## config.mk

```make
export PLATFORM = sky130hd
export DESIGN_NAME = tick_timer_table_flat
export DESIGN_NICKNAME = d
export VERILOG_FILES = /design/src/ttt_pkg.sv /design/src/ttt_if.sv /design/src/ttt_slot_mem.sv /design/src/ttt_evt_buf.sv /design/src/tick_timer_table.sv /design/src/flat_wrapper.sv
export SDC_FILE = /design/constraint.sdc
export NUM_CORES = 1
export LEC_CHECK = 0
export BUFFER_PORTS_ARGS = -buffer_cell sky130_fd_sc_hd__buf_2
export CAP_MARGIN = 15
export CELL_PAD_IN_SITES_DETAIL_PLACEMENT = 1
export CELL_PAD_IN_SITES_GLOBAL_PLACEMENT = 1
export CORE_MARGIN = 3
export CORE_UTILIZATION = 45
export CTS_CLUSTER_DIAMETER = 40
export DETAILED_ROUTE_END_ITERATION = 16
export GPL_ROUTABILITY_DRIVEN = 0
export PLACE_DENSITY = 0.71
export SLEW_MARGIN = 10
export SYNTH_ARGS = -nofsm -noshare
export SYNTH_HDL_FRONTEND = slang
export SYNTH_SLANG_ARGS = --single-unit
```

## constraint.sdc

```tcl
create_clock -name clk_i -period 9.4 [get_ports clk_i]
set_input_delay 0.94 -clock clk_i [delete_from_list [all_inputs] [get_ports clk_i]]
set_output_delay 0.94 -clock clk_i [all_outputs]
set_load 0.02 [all_outputs]
```

## src/ttt_pkg.sv

```systemverilog
// Package: shared types and constants of the tick timer table.
`timescale 1ns / 1ps

package ttt_pkg;

  localparam int NumTimersDefault = 8;
  localparam int OpW    = 3;
  localparam int SlotW  = 3;
  localparam int LenW   = 32;
  localparam int ArgW   = 8;
  localparam int DelayW = 16;
  localparam logic [DelayW-1:0] DelayMax = {DelayW{1'b1}};

  typedef enum logic [OpW-1:0] {
    OP_TICK        = 3'd0,
    OP_ARM         = 3'd1,
    OP_DISARM      = 3'd2,
    OP_SET_ARG     = 3'd3,
    OP_START_DELAY = 3'd4
  } opcode_e;

  typedef enum logic {
    EVT_SLOT  = 1'b0,
    EVT_DELAY = 1'b1
  } evt_kind_e;

  typedef struct packed {
    evt_kind_e        kind;
    logic [SlotW-1:0] slot;
    logic [ArgW-1:0]  arg;
  } evt_t;

  // Control from the sequencer into the event buffer.
  typedef struct packed {
    logic push;
    logic flush;
  } buf_ctl_t;

  // Status from the event buffer back to the sequencer.
  typedef struct packed {
    logic push_ok;
    logic flush_ok;
  } buf_sts_t;

  typedef struct packed {
    logic [LenW-1:0] period;
    logic [LenW-1:0] count;
  } slot_word_t;

endpackage

```

## src/ttt_if.sv

```systemverilog
// Interfaces: command channel and event channel of the tick timer table.
`timescale 1ns / 1ps

interface ttt_cmd_if;
  logic                       valid;
  logic                       ready;
  logic [ttt_pkg::OpW-1:0]    opcode;
  logic [ttt_pkg::SlotW-1:0]  slot;
  logic [ttt_pkg::LenW-1:0]   length_ticks;
  logic                       repeat_req;
  logic [ttt_pkg::ArgW-1:0]   user_arg;

  modport source (output valid, opcode, slot, length_ticks, repeat_req, user_arg,
                  input ready);
  modport sink (input valid, opcode, slot, length_ticks, repeat_req, user_arg,
                output ready);
endinterface

interface ttt_evt_if;
  logic                       valid;
  logic                       ready;
  logic                       event_kind;
  logic [ttt_pkg::SlotW-1:0]  fired_slot;
  logic [ttt_pkg::ArgW-1:0]   event_arg;
  logic                       last;

  modport source (output valid, event_kind, fired_slot, event_arg, last, input ready);
  modport sink (input valid, event_kind, fired_slot, event_arg, last, output ready);
endinterface

```

## src/ttt_slot_mem.sv

```systemverilog
// Slot memory: period and count of every timer slot, one write and one read port.
`timescale 1ns / 1ps

module ttt_slot_mem #(
  parameter int NumTimers = ttt_pkg::NumTimersDefault,
  parameter int IdxW      = (NumTimers > 1) ? $clog2(NumTimers) : 1
) (
  input  logic                clk_i,
  input  logic                we_i,
  input  logic [IdxW-1:0]     waddr_i,
  input  ttt_pkg::slot_word_t wdata_i,
  input  logic [IdxW-1:0]     raddr_i,
  output ttt_pkg::slot_word_t rdata_o
);

  ttt_pkg::slot_word_t mem_q [NumTimers];
  ttt_pkg::slot_word_t rdata_q;

  always_ff @(posedge clk_i) begin
    if (we_i) begin
      mem_q[waddr_i] <= wdata_i;
    end
    rdata_q <= mem_q[raddr_i];
  end

  assign rdata_o = rdata_q;

endmodule

```

## src/ttt_evt_buf.sv

```systemverilog
// Event buffer: holds one event back until the next one shows whether it was the last.
`timescale 1ns / 1ps

module ttt_evt_buf (
  input  logic              clk_i,
  input  logic              rst_ni,
  input  ttt_pkg::buf_ctl_t ctl_i,
  input  ttt_pkg::evt_t     evt_i,
  output ttt_pkg::buf_sts_t sts_o,
  ttt_evt_if.source         evt_o
);

  logic          pend_valid_q, pend_valid_d;
  ttt_pkg::evt_t pend_q, pend_d;
  logic          out_valid_q, out_valid_d;
  ttt_pkg::evt_t out_q, out_d;
  logic          out_last_q, out_last_d;
  logic          out_free;
  logic          load;

  assign out_free = !out_valid_q || evt_o.ready;
  assign sts_o.push_ok  = !pend_valid_q || out_free;
  assign sts_o.flush_ok = !pend_valid_q || out_free;

  always_comb begin
    pend_valid_d = pend_valid_q;
    pend_d       = pend_q;
    out_d        = out_q;
    out_last_d   = out_last_q;
    load         = 1'b0;
    if (ctl_i.push) begin
      // A newer event exists, so the held one was not the last.
      if (pend_valid_q) begin
        load       = 1'b1;
        out_d      = pend_q;
        out_last_d = 1'b0;
      end
      pend_d       = evt_i;
      pend_valid_d = 1'b1;
    end else if (ctl_i.flush && pend_valid_q && out_free) begin
      load         = 1'b1;
      out_d        = pend_q;
      out_last_d   = 1'b1;
      pend_valid_d = 1'b0;
    end
    if (load) begin
      out_valid_d = 1'b1;
    end else if (evt_o.ready) begin
      out_valid_d = 1'b0;
    end else begin
      out_valid_d = out_valid_q;
    end
  end

  always_ff @(posedge clk_i or negedge rst_ni) begin
    if (!rst_ni) begin
      pend_valid_q <= 1'b0;
      out_valid_q  <= 1'b0;
    end else begin
      pend_valid_q <= pend_valid_d;
      out_valid_q  <= out_valid_d;
    end
  end

  always_ff @(posedge clk_i) begin
    pend_q     <= pend_d;
    out_q      <= out_d;
    out_last_q <= out_last_d;
  end

  assign evt_o.valid      = out_valid_q;
  assign evt_o.event_kind = out_q.kind;
  assign evt_o.fired_slot = out_q.slot;
  assign evt_o.event_arg  = out_q.arg;
  assign evt_o.last       = out_last_q;

endmodule

```

## src/tick_timer_table.sv

```systemverilog
// Top level: command decode and tick sequencer of the tick timer table.
`timescale 1ns / 1ps

// Arm, disarm, set_arg and start_delay commands take effect in the cycle of their
// transfer and produce no events. A tick walks the slot memory one slot per cycle
// while the event buffer can take each event (read one slot while the previous one
// is written back), then checks the delay counter and releases the final event,
// waiting while the event channel stalls. Events leave in slot order with the delay
// event after the slots, and last marks the final event of a tick. The block takes
// the next command once the final event has moved into the output register, even
// while it still waits on the event channel.

module tick_timer_table #(
  parameter int NumTimers = ttt_pkg::NumTimersDefault
) (
  input  logic      clk_i,
  input  logic      rst_ni,
  ttt_cmd_if.sink   cmd_i,
  ttt_evt_if.source evt_o
);

  localparam int IdxW = (NumTimers > 1) ? $clog2(NumTimers) : 1;
  localparam logic [IdxW-1:0] LastIdx = IdxW'(NumTimers - 1);

  typedef enum logic [4:0] {
    ST_IDLE  = 5'b00001,
    ST_PRIME = 5'b00010,
    ST_SCAN  = 5'b00100,
    ST_DELAY = 5'b01000,
    ST_FLUSH = 5'b10000
  } state_e;

  state_e                       state_q, state_d;
  logic [IdxW-1:0]              idx_q, idx_d;
  logic [NumTimers-1:0]         active_q, active_d;
  logic [NumTimers-1:0]         repeat_q, repeat_d;
  logic [ttt_pkg::ArgW-1:0]     arg_q [NumTimers];
  logic                         dly_en_q, dly_en_d;
  logic [ttt_pkg::DelayW-1:0]   dly_cnt_q, dly_cnt_d;
  logic [ttt_pkg::DelayW-1:0]   dly_tgt_q, dly_tgt_d;

  logic                         mem_we;
  logic [IdxW-1:0]              mem_waddr;
  ttt_pkg::slot_word_t          mem_wdata;
  logic [IdxW-1:0]              mem_raddr;
  ttt_pkg::slot_word_t          mem_rdata;

  ttt_pkg::buf_ctl_t            buf_ctl;
  ttt_pkg::buf_sts_t            buf_sts;
  ttt_pkg::evt_t                evt;

  logic                         cmd_xfer;
  logic                         slot_ok;
  logic [IdxW+ttt_pkg::SlotW-1:0] slot_ext;
  logic [IdxW-1:0]              cmd_idx;
  logic [IdxW+ttt_pkg::SlotW-1:0] idx_ext;
  logic [ttt_pkg::LenW-1:0]     cnt_inc;
  logic                         slot_hit;
  logic [ttt_pkg::DelayW-1:0]   dly_inc;
  logic                         dly_hit;
  logic                         arg_we;

  assign cmd_i.ready = (state_q == ST_IDLE);
  assign cmd_xfer    = cmd_i.valid && cmd_i.ready;

  assign slot_ext = {{IdxW{1'b0}}, cmd_i.slot};
  assign cmd_idx  = slot_ext[IdxW-1:0];
  assign slot_ok  = (32'(cmd_i.slot) < NumTimers);

  assign idx_ext  = {{ttt_pkg::SlotW{1'b0}}, idx_q};
  assign cnt_inc  = mem_rdata.count + ttt_pkg::LenW'(1);
  assign slot_hit = active_q[idx_q] && (cnt_inc >= mem_rdata.period);
  assign dly_inc  = dly_cnt_q + ttt_pkg::DelayW'(1);
  assign dly_hit  = dly_inc >= dly_tgt_q;

  assign arg_we = cmd_xfer && slot_ok && (cmd_i.opcode == ttt_pkg::OP_SET_ARG);

  always_comb begin
    state_d   = state_q;
    idx_d     = idx_q;
    active_d  = active_q;
    repeat_d  = repeat_q;
    dly_en_d  = dly_en_q;
    dly_cnt_d = dly_cnt_q;
    dly_tgt_d = dly_tgt_q;
    mem_we    = 1'b0;
    mem_waddr = idx_q;
    mem_wdata = mem_rdata;
    mem_raddr = idx_q;
    buf_ctl   = '0;
    evt.kind  = ttt_pkg::EVT_SLOT;
    evt.slot  = idx_ext[ttt_pkg::SlotW-1:0];
    evt.arg   = arg_q[idx_q];

    case (state_q)
      ST_IDLE: begin
        if (cmd_xfer) begin
          case (cmd_i.opcode)
            ttt_pkg::OP_TICK: begin
              idx_d   = '0;
              state_d = ST_PRIME;
            end
            ttt_pkg::OP_ARM: begin
              if (slot_ok) begin
                mem_we           = 1'b1;
                mem_waddr        = cmd_idx;
                mem_wdata.period = cmd_i.length_ticks;
                mem_wdata.count  = '0;
                repeat_d[cmd_idx] = cmd_i.repeat_req;
                active_d[cmd_idx] = 1'b1;
              end
            end
            ttt_pkg::OP_DISARM: begin
              if (slot_ok) begin
                active_d[cmd_idx] = 1'b0;
              end
            end
            ttt_pkg::OP_START_DELAY: begin
              dly_tgt_d = (cmd_i.length_ticks > ttt_pkg::LenW'(ttt_pkg::DelayMax))
                          ? ttt_pkg::DelayMax
                          : cmd_i.length_ticks[ttt_pkg::DelayW-1:0];
              dly_cnt_d = '0;
              dly_en_d  = 1'b1;
            end
            default: begin
            end
          endcase
        end
      end

      ST_PRIME: begin
        state_d = ST_SCAN;
      end

      ST_SCAN: begin
        // Hold the slot and reread it while the buffer cannot take its event.
        if (!(slot_hit && !buf_sts.push_ok)) begin
          if (active_q[idx_q]) begin
            mem_we          = 1'b1;
            mem_wdata.count = (slot_hit && repeat_q[idx_q]) ? '0 : cnt_inc;
            if (slot_hit && !repeat_q[idx_q]) begin
              active_d[idx_q] = 1'b0;
            end
          end
          buf_ctl.push = slot_hit;
          mem_raddr    = idx_q + IdxW'(1);
          if (idx_q == LastIdx) begin
            state_d = ST_DELAY;
          end else begin
            idx_d = idx_q + IdxW'(1);
          end
        end
      end

      ST_DELAY: begin
        evt.kind = ttt_pkg::EVT_DELAY;
        evt.slot = '0;
        evt.arg  = '0;
        if (!dly_en_q) begin
          state_d = ST_FLUSH;
        end else if (!(dly_hit && !buf_sts.push_ok)) begin
          dly_cnt_d    = dly_inc;
          dly_en_d     = !dly_hit;
          buf_ctl.push = dly_hit;
          state_d      = ST_FLUSH;
        end
      end

      ST_FLUSH: begin
        buf_ctl.flush = 1'b1;
        if (buf_sts.flush_ok) begin
          state_d = ST_IDLE;
        end
      end

      default: begin
        state_d = ST_IDLE;
      end
    endcase
  end

  always_ff @(posedge clk_i or negedge rst_ni) begin
    if (!rst_ni) begin
      state_q   <= ST_IDLE;
      idx_q     <= '0;
      active_q  <= '0;
      repeat_q  <= '0;
      dly_en_q  <= 1'b0;
      dly_cnt_q <= '0;
      dly_tgt_q <= '0;
    end else begin
      state_q   <= state_d;
      idx_q     <= idx_d;
      active_q  <= active_d;
      repeat_q  <= repeat_d;
      dly_en_q  <= dly_en_d;
      dly_cnt_q <= dly_cnt_d;
      dly_tgt_q <= dly_tgt_d;
    end
  end

  always_ff @(posedge clk_i or negedge rst_ni) begin
    if (!rst_ni) begin
      for (int i = 0; i < NumTimers; i++) begin
        arg_q[i] <= '0;
      end
    end else if (arg_we) begin
      arg_q[cmd_idx] <= cmd_i.user_arg;
    end
  end

  ttt_slot_mem #(
    .NumTimers (NumTimers),
    .IdxW      (IdxW)
  ) u_slot_mem (
    .clk_i   (clk_i),
    .we_i    (mem_we),
    .waddr_i (mem_waddr),
    .wdata_i (mem_wdata),
    .raddr_i (mem_raddr),
    .rdata_o (mem_rdata)
  );

  ttt_evt_buf u_evt_buf (
    .clk_i  (clk_i),
    .rst_ni (rst_ni),
    .ctl_i  (buf_ctl),
    .evt_i  (evt),
    .sts_o  (buf_sts),
    .evt_o  (evt_o)
  );

endmodule
```

## src/flat_wrapper.sv

```systemverilog
// flat-port wrapper written by rule: the top's interface ports become plain ports
module tick_timer_table_flat 
#(
  parameter int NumTimers = ttt_pkg::NumTimersDefault
)
  (clk_i, rst_ni, cmd_i_valid, cmd_i_opcode, cmd_i_slot, cmd_i_length_ticks, cmd_i_repeat_req, cmd_i_user_arg, cmd_i_ready, evt_o_valid, evt_o_event_kind, evt_o_fired_slot, evt_o_event_arg, evt_o_last, evt_o_ready);
  ttt_cmd_if cmd_i_i ();
  ttt_evt_if evt_o_i ();
  input  logic clk_i;
  input  logic rst_ni;
  input wire logic [$bits(cmd_i_i.valid)-1:0] cmd_i_valid;
  input wire logic [$bits(cmd_i_i.opcode)-1:0] cmd_i_opcode;
  input wire logic [$bits(cmd_i_i.slot)-1:0] cmd_i_slot;
  input wire logic [$bits(cmd_i_i.length_ticks)-1:0] cmd_i_length_ticks;
  input wire logic [$bits(cmd_i_i.repeat_req)-1:0] cmd_i_repeat_req;
  input wire logic [$bits(cmd_i_i.user_arg)-1:0] cmd_i_user_arg;
  output wire logic [$bits(cmd_i_i.ready)-1:0] cmd_i_ready;
  output wire logic [$bits(evt_o_i.valid)-1:0] evt_o_valid;
  output wire logic [$bits(evt_o_i.event_kind)-1:0] evt_o_event_kind;
  output wire logic [$bits(evt_o_i.fired_slot)-1:0] evt_o_fired_slot;
  output wire logic [$bits(evt_o_i.event_arg)-1:0] evt_o_event_arg;
  output wire logic [$bits(evt_o_i.last)-1:0] evt_o_last;
  input wire logic [$bits(evt_o_i.ready)-1:0] evt_o_ready;
  assign cmd_i_i.valid = cmd_i_valid;
  assign cmd_i_i.opcode = cmd_i_opcode;
  assign cmd_i_i.slot = cmd_i_slot;
  assign cmd_i_i.length_ticks = cmd_i_length_ticks;
  assign cmd_i_i.repeat_req = cmd_i_repeat_req;
  assign cmd_i_i.user_arg = cmd_i_user_arg;
  assign cmd_i_ready = cmd_i_i.ready;
  assign evt_o_valid = evt_o_i.valid;
  assign evt_o_event_kind = evt_o_i.event_kind;
  assign evt_o_fired_slot = evt_o_i.fired_slot;
  assign evt_o_event_arg = evt_o_i.event_arg;
  assign evt_o_last = evt_o_i.last;
  assign evt_o_i.ready = evt_o_ready;
  tick_timer_table #(.NumTimers(NumTimers)) u_core (.clk_i(clk_i), .rst_ni(rst_ni), .cmd_i(cmd_i_i), .evt_o(evt_o_i));
endmodule
```

======== Word level (Yosys, flattened, before mapping) ========
Memories as Yosys holds them, arrays and structs flattened. A register that Yosys moved wholly into a read port is not among the register bits.
Index checks and enable logic that the tools add are counted.
W data, S select, Z words.
storage, ports and cells
  output and inout port bits .............. 15
  memories kept ........................... 1
  flip-flop bits (word level) ............. 148
  memory bits (writable) .................. 512
memories
  memory                   depth  bits a word  rd ports  clocked after Yosys merged registers in  wr ports  RTL line            source
  u_core.u_slot_mem.mem_q  8      64           1         1                                        1         ttt_slot_mem.sv:16  ttt_pkg::slot_word_t mem_q [NumTimers];
cells by class
  eq/ne operators ......................... 24
  $lt $le $gt $ge ......................... 10
  reductions and logical operators ........ 32
  $add $sub $neg .......................... 3
  multiplexer cells ....................... 83
  bitwise gates (word level) .............. 7
operator list
  operator                 number
  $mux W32                 4
  $mux W64                 2
  $mux W16                 5
  $bwmux W64               1
  $pmux W32 S2             1
  $mux W8                  7
  $mux W12                 4
  $mux W5                  7
  $add A32 B1 Y32 const B  1
  $ge A32 B32 Y1           1
  $gt A32 B16 Y1 const B   1
  $pmux W16 S2             1
  $pmux W8 S2              2
  $mux W1                  28
  $mux W3                  9
  $pmux W5 S5              1
  $bmux W8 S3              1
  $demux W8 S3             1
  $add A16 B1 Y16 const B  1
  $and A8 B8 Y8            2
  $ge A16 B16 Y1           1
  $not A8 Y8               2
  $ne A2 B2 Y1 const B     7
  $logic_and A1 B1 Y1      12
  other kinds (30)         57

======== Depth between registers and ports, before layout ========
Gate-level depths: netlist (run 1).
  depth after elaboration ................. 10
  mapped depth ............................ 20

======== Modules after synthesis ========
Synthesis (run 1) repeated with hierarchy kept, for this count alone.
second synthesis, totals
  cells, all modules ...................... 1853
  area, all modules ....................... 30453.0 um2
by module, submodules not included
  module            cells an instance  seq. area each (um2)  area each (um2)  instances
  ttt_slot_mem      816                16656.0               20547.2          1
  tick_timer_table  998                3029.2                9036.2           1
  ttt_evt_buf       39                 800.8                 869.6            1

======== Worst setup path after synthesis (run 1) ========
Ideal clock, no wire load.
  path kind ............................... flip-flop to flip-flop
  from .................................... register u_core.u_slot_mem.rdata_o[2] (netlist name)
  to ...................................... memory u_core.u_slot_mem.mem_q[7][0] (netlist bit), enable pin
  slack ................................... 2.293 ns
  clock period less this slack ............ 7.107 ns
  arrival ................................. 6.620 ns
  data required time ...................... 8.914 ns
  buffers on the path ..................... 2
  stages on the path, launching flop included .. 19
  path through ............................ dfxtp_1 nand3_1 or3_1 nor3_1 and3_1 clkbuf_1 nand4_1 xnor2_1 ha_1 nand4_1 nor2_1 a221o_1 a211o_1 o21ai_0 nand2_1 clkbuf_1 nor2_1 a22oi_1 nor2_1
between the ends
  longest elaborated chain between the ends .. 8
ends and longest elaborated chain
  element                        RTL line                 source
  $add A32 B1 Y32                tick_timer_table.sv:71   assign cnt_inc = mem_rdata.count + ttt_pkg::LenW'(1);
  $ge A32 B32 Y1                 tick_timer_table.sv:72   assign slot_hit = active_q[idx_q] && (cnt_inc >= mem_rdata.period);
  $logic_and A1 B1 Y1            tick_timer_table.sv:72
  $logic_and A1 B1 Y1            tick_timer_table.sv:137  if (!(slot_hit && !buf_sts.push_ok)) begin
  $mux W1                        tick_timer_table.sv:137
  $pmux W1 S2                    tick_timer_table.sv:95   case (state_q)
  $mux W1                        ttt_slot_mem.sv:20       if (we_i) begin
  $mux W1 (implied by the code)  ttt_slot_mem.sv:21       mem_q[waddr_i] <= wdata_i;
  end: declaration               ttt_slot_mem.sv:16
No other way between the ends.

======== Final worst setup path (run 1) ========
  from .................................... register u_core.u_slot_mem.rdata_o[2] (netlist name)
  to ...................................... memory u_core.u_slot_mem.mem_q[0][52] (netlist bit), enable pin
between the ends
  longest elaborated chain between the ends .. 8
ends and longest elaborated chain
  element                        RTL line
  $add A32 B1 Y32                tick_timer_table.sv:71
  $ge A32 B32 Y1                 tick_timer_table.sv:72
  $logic_and A1 B1 Y1            tick_timer_table.sv:72
  $logic_and A1 B1 Y1            tick_timer_table.sv:137
  $mux W1                        tick_timer_table.sv:137
  $pmux W1 S2                    tick_timer_table.sv:95
  $mux W1                        ttt_slot_mem.sv:20
  $mux W1 (implied by the code)  ttt_slot_mem.sv:21
No other way between the ends.

==> results of run 1 <==
-- cells by family after synthesis --
| logic type | share of synthesized area, % |
|---|---|
| compound gates | 8.00 |
| xor+xnor | 1.26 |
| fa+ha+maj | 2.14 |
| buf+inv | 2.55 |
| simple gates | 5.81 |
| flops | 67.2 |
| mux | 13.0 |
-- worst max-delay path: cells and delay by family (launching register included) --
| family | cells | cell delay [ns] |
|---|---|---|
| AND/OR/NAND/NOR | 10 | 3.47 |
| flip-flops | 1 | 0.47 |
| XOR/XNOR | 1 | 0.24 |
| adder cells (fa/ha/maj) | 1 | 0.29 |
| buffers and inverters | 1 | 0.72 |
| AO/OA/AOI/OAI | 4 | 1.21 |
-- flip-flops by register name (all words and copies together) (netlist names), named ones only --
name,count
u_core.u_evt_buf.evt_o.fired_slot,3
u_core.idx_q,3
u_core.u_evt_buf.evt_o.last,1
u_core.arg_q,64
u_core.dly_cnt_q,16
u_core.u_evt_buf.pend_valid_q,1
u_core.u_evt_buf.pend_q,12
u_core.u_evt_buf.evt_o.event_kind,1
u_core.dly_en_q,1
u_core.u_slot_mem.rdata_o,64
u_core.dly_tgt_q,16
u_core.u_slot_mem.mem_q,512
u_core.state_q,5
u_core.repeat_q,8
u_core.u_evt_buf.evt_o.valid,1
u_core.u_evt_buf.evt_o.event_arg,8
-- synthesized netlist by cell type, types with 13 or more instances --
cell type  number  area (sq um)
nand2_1       108           405
a22oi_1        14           105
inv_1          54           203
ha_1           52           651
a21oi_1        43           215
o22ai_1       129           807
a31oi_1        14          87.6
nand4_1        13          81.3
xor2_1         15           131
xnor2_1        29           254
mux2_2        243          2740
edfxtp_1      537         16100
mux2_1         96          1080
o22a_1         17           149
a22o_1         35           307
buf_6          23           259
nor2_1        145           544
dfxtp_1        64          1280
o21ai_0        77           385
clkbuf_1       62           233
nand3_1        30           150
dfrtp_1       122          3050
-- final cells by class --
class | count | share of cell area [%]
clock buffers | 125 | 8.01
flip-flops and latches | 724 | 57.6
inverters | 56 | 0.591
clock inverters | 74 | 2.88
repair buffers | 94 | 1.61
well taps | 864 | 3.04
multi-input cells | 1203 | 26.3
-- metrics by stage --
step / setup slack [ns] / area (sq um) / hold slack, ns / std cells
finish: 2.58 / 35600 / 0.291 / 3140
global route: 1.99 / 35600 / 0.312 / 3140
CTS: 2.43 / 35500 / 0.276 / 3137
detailed placement: 2.53 / 31700 / 0.408 / 2938
global placement: 2.91 / 31700 / 0.406 / 2938
floorplan: 2.29 / 30500 / 0.400 / 2082
-- report_power, final --
part	switching [uW]	total (uW)	leakage, uW	internal [uW]
combinational	1770	2820	0.00426	1050
clock	1550	4250	0.00187	2700
sequential	249	4410	0.00699	4170
total	3560	11500	0.0131	7910
-- layer usage --
| layer | GRT usage [%] | vias up | share of wire, % |
|---|---|---|---|
| li1 | - | 8164 | - |
| met2 | 39.3 | 360 | 51 |
| met5 | 0 | - | 0 |
| met4 | 6.86 | 0 | 2.3 |
| met1 | 28.9 | 9617 | 43 |
| met3 | 2.76 | 119 | 3.7 |
-- cell usage in the layout (no fill, tap or decap), types with 11 or more instances in the layout --
cell type,Yosys,layout
inv_6,0,11
clkbuf_16,0,109
nor2_1,145,136
o22a_1,17,17
nand4_1,13,13
bufinv_16,0,18
ha_1,52,52
mux2_1,96,96
nand2_1,108,108
nand3_1,30,30
a22o_1,35,35
dfxtp_1,64,64
and3_1,11,11
buf_2,5,66
buf_4,4,26
o21ai_0,77,77
o22ai_1,129,129
edfxtp_1,537,537
nor2b_1,11,11
inv_1,54,54
mux2_2,243,241
a21oi_1,43,43
xnor2_1,29,29
a22oi_1,14,14
xor2_1,15,15
dfrtp_1,122,122
a31oi_1,14,13
-- worst min-delay path by stage --
stage	endpoint	slack, ns	depth (start not counted)
6_report	u_core.dly_cnt_q[7]$_DFFE_PN0P_	0.29	1
3_3_place_gp	u_core.u_evt_buf.evt_o.event_arg[1]$_DFFE_PP_	0.41	0
2_1_floorplan	u_core.u_evt_buf.evt_o.event_arg[0]$_DFFE_PP_	0.40	0
4_1_cts	u_core.dly_tgt_q[15]$_DFFE_PN0P_	0.28	1
3_5_place_dp	u_core.u_evt_buf.evt_o.fired_slot[1]$_DFFE_PP_	0.41	0
5_1_grt	u_core.dly_cnt_q[13]$_DFFE_PN0P_	0.31	1
==> out/metrics.cfg, run 1 <==
[drt]
wl_microns=78600
post-route-drc-count=0
drtPass1Iterations=6
antenna_left=0
drt_iter0_drc=1212
viasPerCell=5.82
detail_route.wl_per_cell_microns=25.0
vias=18260

[worst_setup_path]
regToRegStartpoint=u_core.u_slot_mem.rdata_o[2]$_DFF_P_
crit_type=register to register
cp.required_ns=9.67
r2r_slack_ns=2.58
end_kind=register
reg2reg_to=u_core.u_slot_mem.mem_q[0][52]$_DFFE_PP_
start_kind=register
crit_start=u_core.u_slot_mem.rdata_o[2]$_DFF_P_
endpoint=u_core.u_slot_mem.mem_q[0][52]$_DFFE_PP_
max_stage_delay_ns=0.81
reg2regPathDepth=17
slowest_stage=nor2_4
worstPathCellList=nand3_1 -> or3_1 -> nor3_1 -> and3_1 -> nand4_1 -> xnor2_1 -> ha_1 -> nand4_1 -> nor2_1 -> a221o_1 -> a211o_1 -> o21ai_0 -> nand2_1 -> nor2_1 -> a21oi_1 -> nor2_4 -> buf_4
path_max_fanout=41
cp.arrival_ns=7.09

[clocking]
cts-root-buf=clkbuf_16
clk_pin_slew_ns=0.06
clk_latency_ns=0.65
cts_tree=built
numCtsBuffers=105
h-tree-depth=3
cts_sinks=724
post-cts-setup-buffers=0
cts_buffer_depth=3
cts_resized=0
cts_hold_buf=0

[power]
vdd_ir_drop_max_mv=0.379
power_uw=11500
pwr_density_cell_nw_per_um2=323
p_leak_uw=0.0131

[yosys]
synth_cell_type_count=71
yosys_warnings=0
synthCells=2082
ys_async_sr_fraction_pct=17.0
ys_seq_area_share_pct=67.2
ys.flop_type=edfxtp_1
synth_area_sq_um=30500
synth_edf_count=537
synth.ff_latch_count=724
synth_nets=2185
avgSynthCellArea_sq_um=14.6

[cells_and_area]
syn_to_final_growth_pct=16.7
utilization_pct=53.5
nFillCells=6242
antenna_cells=0
drive_gt1_share_pct=24.4
ff_latch_area_sq_um=20500
fin_nets=2287
multi_input_area_sq_um=9340

[timing]
max_slew_margin_pct=22.0
setup-violations-final=0
rsz0062_at_grt=no
fin_tns_setup_ns=0
hold_violations=0
skew_ns=0.0209
slew_viol_final=0
period_minus_slack_ns=6.82
tightestPinTransition_ns=1.17
max_freq_mhz=147
finalCritPeriodShare_pct=72.6

[grt]
antenna_found_initial=0
grt_max_degree=191
gr-total-overflow=0
grt_pass1_wl_microns=122000
grt_use_total_pct=22.3
grt_pass1_vias=20393

[floorplan]
pin_count=66
die-area_sq_um=70900
die_h_microns=266
start_util_pct=45.9
fp.dieW_microns=266
num_rows=94
core_sq_um=66500

[status]
status=complete, no violations

[placement]
portBuffers=65
place_hpwl_microns=45200

[hold_path]
hp-class=input port to async pin

[job]
maxCapViolations=0

(Power assumes the default switching activity.)
==> run 2, diff against run 1 <==
--- a/config.mk
+++ b/config.mk
@@ -14,7 +14,7 @@
 export CTS_CLUSTER_DIAMETER = 40
 export DETAILED_ROUTE_END_ITERATION = 16
 export GPL_ROUTABILITY_DRIVEN = 0
-export PLACE_DENSITY = 0.71
+export PLACE_DENSITY = 0.74
 export SLEW_MARGIN = 10
 export SYNTH_ARGS = -nofsm -noshare
 export SYNTH_HDL_FRONTEND = slang
==> constraint.sdc (replaced) <==
create_clock -name clk_i -period 5.7 [get_ports clk_i]
set_input_delay 0.57 -clock clk_i [delete_from_list [all_inputs] [get_ports clk_i]]
set_output_delay 0.57 -clock clk_i [all_outputs]
set_load 0.02 [all_outputs]
==> run 2 against run 1 <==
Net effect:
- design area up 0.56%
- clock power up 51%
- register-to-register slack worse by 2.4 ns
- via count up 1.4%
- fmax up 24%
- core utilization up 0.30 points
- clock skew up 0.010 ns
- count of clock-buffer cells in the layout down 8
- combinational power up 70%
- power up 61%
==> out/metrics.cfg, run 2 (same netlist as run 1, synthesis figures left out) <==
[status]
status=complete, no violations  ; unchanged

[timing]
period_minus_slack_ns=5.52  ; was 6.82 ns
hold_violations=0  ; unchanged
rsz0062_at_grt=yes  ; was no
holdWs_ns=0.0358  ; was 0.291 ns
skew_ns=0.0313  ; was 0.0209 ns
setup-violations-final=0  ; unchanged
max_freq_mhz=181  ; was 147 MHz
finalCritPeriodShare_pct=96.9  ; was 72.6%
max_slew_margin_pct=25.3  ; was 22.0%
tightestPinTransition_ns=1.12  ; was 1.17 ns
slew_viol_final=0  ; unchanged

[power]
pwr_density_cell_nw_per_um2=517  ; was 323 nW/um^2
clkPwrFrac_pct=34.7  ; was 37.0%
p_sw_uw=5920  ; was 3560 uW
p_seq_share_pct=39.4  ; was 38.5%
p_comb_share_pct=25.9  ; was 24.5%
p_sw_share_pct=32.0  ; was 31.0%
p_leak_uw=0.0132  ; was 0.0131 uW
internal_power_uw=12600  ; was 7910 uW
vdd_ir_drop_max_mv=0.280  ; was 0.379 mV

[drt]
antenna_left=0  ; unchanged
wl_microns=80600  ; was 78600 microns
post-route-drc-count=0  ; unchanged
drtPass1Iterations=5  ; was 6
viasPerCell=5.84  ; was 5.82
detail_route.wl_per_cell_microns=25.4  ; was 25.0 microns
vias=18520  ; was 18260
drt_iter0_drc=1380  ; was 1212

[clocking]
clk_latency_ns=0.66  ; was 0.65 ns
h-tree-depth=3  ; unchanged
numCtsBuffers=103  ; was 105
cts-root-buf=clkbuf_16  ; unchanged
clk_pin_slew_ns=0.06  ; about the same
cts_tree=built  ; unchanged
post-cts-setup-buffers=0  ; unchanged
cts_sinks=724  ; unchanged
cts_buffer_depth=3  ; unchanged

[cells_and_area]
mostFrequentLayoutCells=edfxtp_1 (537), mux2_2 (243), nor2_1 (136)  ; was edfxtp_1 (537), mux2_2 (241), nor2_1 (136)
final_common_cell=edfxtp_1  ; unchanged
largest-register=u_core.u_slot_mem.mem_q  ; unchanged
final_cells=3169  ; was 3140
fin_nets=2320  ; was 2287
syn_to_final_growth_pct=17.4  ; was 16.7%
drive_gt1_share_pct=25.4  ; was 24.4%
largest_reg_flops=512  ; unchanged

[grt]
grtUsageMet2_pct=39.4  ; was 39.3%
gr-total-overflow=0  ; unchanged
use_met1_pct=28.9  ; about the same
grt_use_total_pct=22.7  ; was 22.3%
grt_max_degree=81  ; was 191
grt_busiest_layer=met2  ; unchanged
grtUsageMet3_pct=3.68  ; was 2.76%
antenna_found_initial=4  ; was 0
grt_pass1_vias=20640  ; was 20393
grt_pass1_wl_microns=123000  ; was 122000 microns

[placement]
portBuffers=65  ; unchanged
placed_cells=2976  ; was 2938
place_hpwl_microns=47600  ; was 45200 microns

[worst_setup_path]
start_kind=register  ; unchanged
path_max_fanout=23  ; was 41
cp.arrival_ns=6.05  ; was 7.09 ns
crit_type=register to register  ; unchanged
end_kind=register  ; unchanged
crit_start=u_core.u_slot_mem.rdata_o[8]$_DFF_P_  ; was u_core.u_slot_mem.rdata_o[2]$_DFF_P_
regToRegStartpoint=u_core.u_slot_mem.rdata_o[8]$_DFF_P_  ; was u_core.u_slot_mem.rdata_o[2]$_DFF_P_
cp.required_ns=6.23  ; was 9.67 ns

[hold_path]
hp-class=input port to async pin  ; unchanged

[floorplan]
start_util_pct=45.9  ; unchanged
die_h_microns=266  ; unchanged
die-area_sq_um=70900  ; unchanged
fp.dieW_microns=266  ; unchanged
pin_count=66  ; unchanged
num_rows=94  ; unchanged
core_sq_um=66500  ; unchanged

[job]
maxCapViolations=0  ; unchanged

==> run 2: cell types whose count changed in the layout (fill, tap and decap cells not counted), moves of 4 or more <==
cell,change
clkbuf_8,-4
bufinv_16,-10
clkbuf_16,-4
buf_12,+22
inv_8,-5
buf_4,+16
inv_6,+4
clkinv_4,+4
==> run 2: power groups by stage <==
stage	sequential [uW]	combinational, uW	clock (uW)
2_1_floorplan	7200	3350	0
3_3_place_gp	7330	4430	0
3_5_place_dp	7370	4710	0
4_1_cts	7290	4790	6500
5_1_grt	7360	5230	6740
6_report	7300	4790	6410
==> run 2: per-layer routing <==
metal	share of wire (%)	wire length, microns
met1	42	33700
met2	51	40800
met3	4.9	3970
met4	2.6	2090
met5	0.040	32
==> run 2: critical path, cell delays in order (launching register included) <==
cell and delay [ns]:
dfxtp_1 0.45, nand4_1 0.19, or2_2 0.39, nor3_1 0.19
buf_4 0.15, and4_1 0.34, nand4_1 0.18, xnor2_1 0.21
ha_1 0.32, nand4_1 0.13, or4_1 0.60, a31oi_1 0.30
buf_4 0.21, o211ai_2 0.11, nand2_1 0.18, mux2_2 0.70
buf_12 0.28, o22ai_1 0.13, nor2_1 0.32
==> run 2: final timing paths <==
kind,slack (ns),cells after the start,end
worst max-delay path,0.18,18,u_core.u_slot_mem.rdata_o[3]$_DFF_P_
worst min-delay path,0.04,1,u_core.dly_cnt_q[11]$_DFFE_PN0P_
worst max register to register,0.18,18,u_core.u_slot_mem.rdata_o[3]$_DFF_P_
worst min register to register,0.42,0,u_core.u_evt_buf.evt_o.event_arg[0]$_DFFE_PP_
max in group asynchronous,4.36,2,u_core.arg_q[42]$_DFFE_PN0P_
min in group clk_i,0.16,2,u_core.dly_tgt_q[1]$_DFFE_PN0P_
==> run 2: cell type report <==
class / instances / area [sq um]
fillers: 6255 / 30700
flip-flops and latches: 724 / 20500
multi-input cells: 1203 / 9350
clock buffers: 117 / 2690
repair buffers: 129 / 1100
well taps: 864 / 1080
clock inverters: 75 / 842
inverters: 56 / 210
diodes: 1 / 2.50
==> run 2: repair_timing <==
action / in CTS / in global routing
hold buffers: 0 / 0
endpoints found under the setup margin: 0 / 393
endpoints found under the hold margin: 0 / 0
gates resized for setup: 0 / 7
==> run 2: per-stage QoR <==
step | setup TNS [ns] | utilization [%] | worst slack (ns) | area [sq um] | total power [uW]
final | 0 | 53.8 | 0.178 | 35800 | 18500
after floorplan | -166.67 | - | -0.381 | 30500 | 10500
after global placement | 0 | 48.5 | 0.450 | 32200 | 11800
after global routing | -0.0463 | 53.8 | -0.0134 | 35800 | 19300
after CTS | 0 | 53.8 | 0.0589 | 35700 | 18600
after detailed placement | 0 | 48.5 | 0.157 | 32200 | 12100
==> run 3, diff against run 2 <==
--- a/config.mk
+++ b/config.mk
@@ -5,16 +5,18 @@
 export SDC_FILE = /design/constraint.sdc
 export NUM_CORES = 1
 export LEC_CHECK = 0
+export ABC_AREA = 1
 export BUFFER_PORTS_ARGS = -buffer_cell sky130_fd_sc_hd__buf_2
 export CAP_MARGIN = 15
 export CELL_PAD_IN_SITES_DETAIL_PLACEMENT = 1
 export CELL_PAD_IN_SITES_GLOBAL_PLACEMENT = 1
+export CORE_ASPECT_RATIO = 1.1
 export CORE_MARGIN = 3
 export CORE_UTILIZATION = 45
 export CTS_CLUSTER_DIAMETER = 40
 export DETAILED_ROUTE_END_ITERATION = 16
 export GPL_ROUTABILITY_DRIVEN = 0
-export PLACE_DENSITY = 0.74
+export PLACE_DENSITY = 0.79
 export SLEW_MARGIN = 10
 export SYNTH_ARGS = -nofsm -noshare
 export SYNTH_HDL_FRONTEND = slang
==> run 3 against run 2 <==
Net effect:
- setup slack better by 0.30 ns
- highest routed layer is now met4
- combinational power is 7.5% higher
- fmax is 5.7% higher
- register-to-register slack better by 0.30 ns
==> out/metrics.cfg, run 3 <==
[timing]
max_freq_mhz=191  ; was 181 MHz
skew_ns=0.0233  ; was 0.0313 ns
max_slew_margin_pct=17.8  ; was 25.3%
hold_violations=0  ; unchanged
period_minus_slack_ns=5.23  ; was 5.52 ns
slew_viol_final=0  ; unchanged
setup-violations-final=0  ; unchanged
fin_tns_setup_ns=0  ; unchanged
finalCritPeriodShare_pct=91.7  ; was 96.9%
rsz0062_at_grt=no  ; was yes
tightestPinTransition_ns=1.22  ; was 1.12 ns

[yosys]
synth_edf_count=537  ; unchanged
ys_seq_area_share_pct=60.1  ; was 67.2%
yosys.area_share.simple_pct=21.6  ; was 5.81%
ys_top_cells_by_area=edfxtp_1 (47%), nand2_1 (10%), nand3_1 (9.4%), dfrtp_1 (9.0%), inv_1 (7.7%)  ; was edfxtp_1 (53%), dfrtp_1 (10%), mux2_2 (9.0%), dfxtp_1 (4.2%), mux2_1 (3.5%)
ys.flop_type=edfxtp_1  ; unchanged
synth_cell_type_count=52  ; was 71
synth.ff_latch_count=724  ; unchanged
ys_async_sr_fraction_pct=17.0  ; unchanged
synth_top_area_share_pct=47.3  ; was 52.9%
yosys_warnings=0  ; unchanged
synth_nets=3798  ; was 2185
netlist_top_cells_count=nand2_1 (906), inv_1 (696), nand3_1 (638)  ; was edfxtp_1 (537), mux2_2 (243), nor2_1 (145)
synthXorXnorAreaFrac_pct=0.900  ; was 1.26%
synth.most_common_cell=nand2_1  ; was edfxtp_1
synth_top_family_by_area=simple AND/OR/NAND/NOR gates  ; was multiplexers
avgSynthCellArea_sq_um=9.22  ; was 14.6 sq um
synth-adder-area-share_pct=1.91  ; was 2.14%
synthCells=3695  ; was 2082
synth.area.mux_share_pct=0  ; was 13.0%
synth-compound-area-share_pct=5.06  ; was 8.00%
synth_area_sq_um=34100  ; was 30500 sq um
synth_largest_area_cell=edfxtp_1  ; unchanged

[drt]
viasPerCell=5.56  ; was 5.84
wl_microns=105000  ; was 80600 microns
post-route-drc-count=0  ; unchanged
detail_route.wl_per_cell_microns=22.0  ; was 25.4 microns
vias=26670  ; was 18520
antenna_left=0  ; unchanged
drtPass1Iterations=5  ; unchanged
drt_iter0_drc=1912  ; was 1380

[power]
pwr_density_cell_nw_per_um2=484  ; was 517 nW/um^2
vdd_ir_drop_max_mv=0.291  ; was 0.280 mV
p_leak_uw=0.0177  ; was 0.0132 uW
internal_power_uw=12300  ; was 12600 uW
p_comb_share_pct=27.1  ; was 25.9%
p_seq_share_pct=37.6  ; was 39.4%
p_sw_share_pct=35.3  ; was 32.0%
p_sw_uw=6710  ; was 5920 uW
clkPwrFrac_pct=35.3  ; was 34.7%

[worst_setup_path]
max_stage_delay_ns=0.46  ; was 0.70 ns
cp.arrival_ns=5.74  ; was 6.05 ns
cp.required_ns=6.21  ; was 6.23 ns
slowest_stage=dfxtp_1  ; was mux2_2
start_kind=register  ; unchanged
crit_type=register to register  ; unchanged
path_max_fanout=36  ; was 23
end_kind=register  ; unchanged
cp_common_cell=nand2_1  ; was nand4_1

[placement]
place_hpwl_microns=60400  ; was 47600 microns
portBuffers=65  ; unchanged

[clocking]
cts_buffer_depth=3  ; unchanged
clk_pin_slew_ns=0.06  ; about the same
cts_tree=built  ; unchanged
cts-root-buf=clkbuf_16  ; unchanged
clk_latency_ns=0.66  ; about the same
h-tree-depth=3  ; unchanged
numCtsBuffers=101  ; was 103
cts_sinks=724  ; unchanged

[status]
status=complete, no violations  ; unchanged

[cells_and_area]
largest-register=u_core.u_slot_mem.mem_q  ; unchanged
antenna_cells=0  ; was 1
utilization_pct=52.5  ; was 53.8%
largest_reg_flops=512  ; unchanged
drive_gt1_share_pct=9.08  ; was 25.4%
fin_nets=3846  ; was 2320
final_common_cell=nand2_1  ; was edfxtp_1
mostFrequentLayoutCells=nand2_1 (906), inv_1 (696), nand3_1 (636)  ; was edfxtp_1 (537), mux2_2 (243), nor2_1 (136)
syn_to_final_growth_pct=15.1  ; was 17.4%

[hold_path]
hp-class=input port to register  ; was input port to async pin

[grt]
grt_max_degree=129  ; was 81
antenna_found_initial=0  ; was 4
gr-total-overflow=0  ; unchanged
grt_pass1_wl_microns=165000  ; was 123000 microns
grt_use_total_pct=26.9  ; was 22.7%
grt_pass1_vias=29480  ; was 20640

[floorplan]
start_util_pct=45.6  ; was 45.9%
core_sq_um=74800  ; was 66500 sq um
pin_count=66  ; unchanged
fp.dieW_microns=268  ; was 266 microns
die_h_microns=295  ; was 266 microns
num_rows=105  ; was 94
die-area_sq_um=79100  ; was 70900 sq um

[job]
maxCapViolations=0  ; unchanged

-- run 3: changes by cell type after synthesis, moves of 23 or more --
cell | previous run | this run
xnor2_1 | 29 | 2
nand3_1 | 30 | 638
mux2_2 | 243 | 0
a22o_1 | 35 | 6
buf_2 | 5 | 115
mux2_1 | 96 | 0
clkbuf_1 | 62 | 39
nor2_1 | 145 | 75
o21ai_0 | 77 | 193
inv_1 | 54 | 696
nand2_1 | 108 | 906
o22ai_1 | 129 | 20
-- run 3: logic make-up after synthesis --
| group | count (synthesis) |
|---|---|
| adders and majority gates | 52 |
| and+or+nand+nor | 1688 |
| buffers and inverters | 886 |
| xor gates and xnor gates | 35 |
| AOI/OAI and AO/OA | 310 |
| DFF | 724 |
-- run 3: power by group through the flow --
stage	clock, uW	combinational, uW	sequential [uW]
finish	6700	5150	7150
global placement	0	4780	7210
global route	7010	5720	7190
floorplan	0	3360	7050
detailed placement	0	4990	7230
CTS	6790	5120	7140
-- run 3: what timing repair did --
action	CTS	global route
hold buffers	1	0
hold endpoints to repair	56	0
endpoints found under the setup margin	0	93
resized for setup	0	5
setup buffers	0	7
-- run 3: final cells by class --
type / count / area [sq um]
Timing Repair Buffer: 120 / 988
Clock buffer: 115 / 2660
Inverter: 711 / 2670
Clock inverter: 77 / 968
Fill cell: 8374 / 35500
Tap cell: 963 / 1200
Multi-Input combinational cell: 2085 / 10200
Sequential cell: 724 / 20500
-- run 3: stage by stage --
step	power, uW	worst slack [ns]	std cells	cell area [sq um]	hold slack [ns]
floorplan	10400	-0.501	3695	34100	0.274
global placement	12000	0.561	4595	35500	0.402
detailed placement	12200	0.459	4595	35500	0.406
CTS	19000	0.357	4788	39100	0.176
global route	19900	0.0202	4795	39200	0.205
finish	19000	0.475	4795	39200	0.199
-- run 3: per-layer routing --
| layer | global-route usage, % | vias up | share of wire [%] | wire length (microns) |
|---|---|---|---|---|
| li1 | - | 12173 | - | - |
| met2 | 48.2 | 841 | 51 | 54000 |
| met3 | 3.36 | 221 | 5.2 | 5520 |
| met1 | 33.1 | 13435 | 40 | 42400 |
| met4 | 10.0 | 0 | 3.2 | 3320 |
| met5 | 0 | - | 0 | 0 |
-- run 3: worst paths after layout --
path | startpoint | end | slack [ns] | cells after the start
worst max-delay path | u_core.u_slot_mem.rdata_o[0]$_DFF_P_ | u_core.u_slot_mem.rdata_o[35]$_DFF_P_ | 0.47 | 29
worst min-delay path | cmd_i_length_ticks[12] | u_core.dly_tgt_q[12]$_DFFE_PN0P_ | 0.20 | 3
worst max register to register | u_core.u_slot_mem.rdata_o[0]$_DFF_P_ | u_core.u_slot_mem.rdata_o[35]$_DFF_P_ | 0.47 | 29
worst min register to register | u_core.u_evt_buf.pend_q[6]$_SDFFCE_PP0P_ | u_core.u_evt_buf.evt_o.event_arg[6]$_DFFE_PP_ | 0.42 | 0
max in group asynchronous | rst_ni | u_core.dly_tgt_q[2]$_DFFE_PN0P_ | 3.78 | 3
min in group asynchronous | rst_ni | u_core.arg_q[7]$_DFFE_PN0P_ | 0.53 | 2
-- run 3: worst max-delay path: cells and delay by family, from the launching register on --
kind / cells / cell delay (ns)
simple gates: 22 / 3.31
flops: 1 / 0.46
buf+inv: 3 / 0.46
fa+ha+maj: 2 / 0.51
compound gates: 2 / 0.32
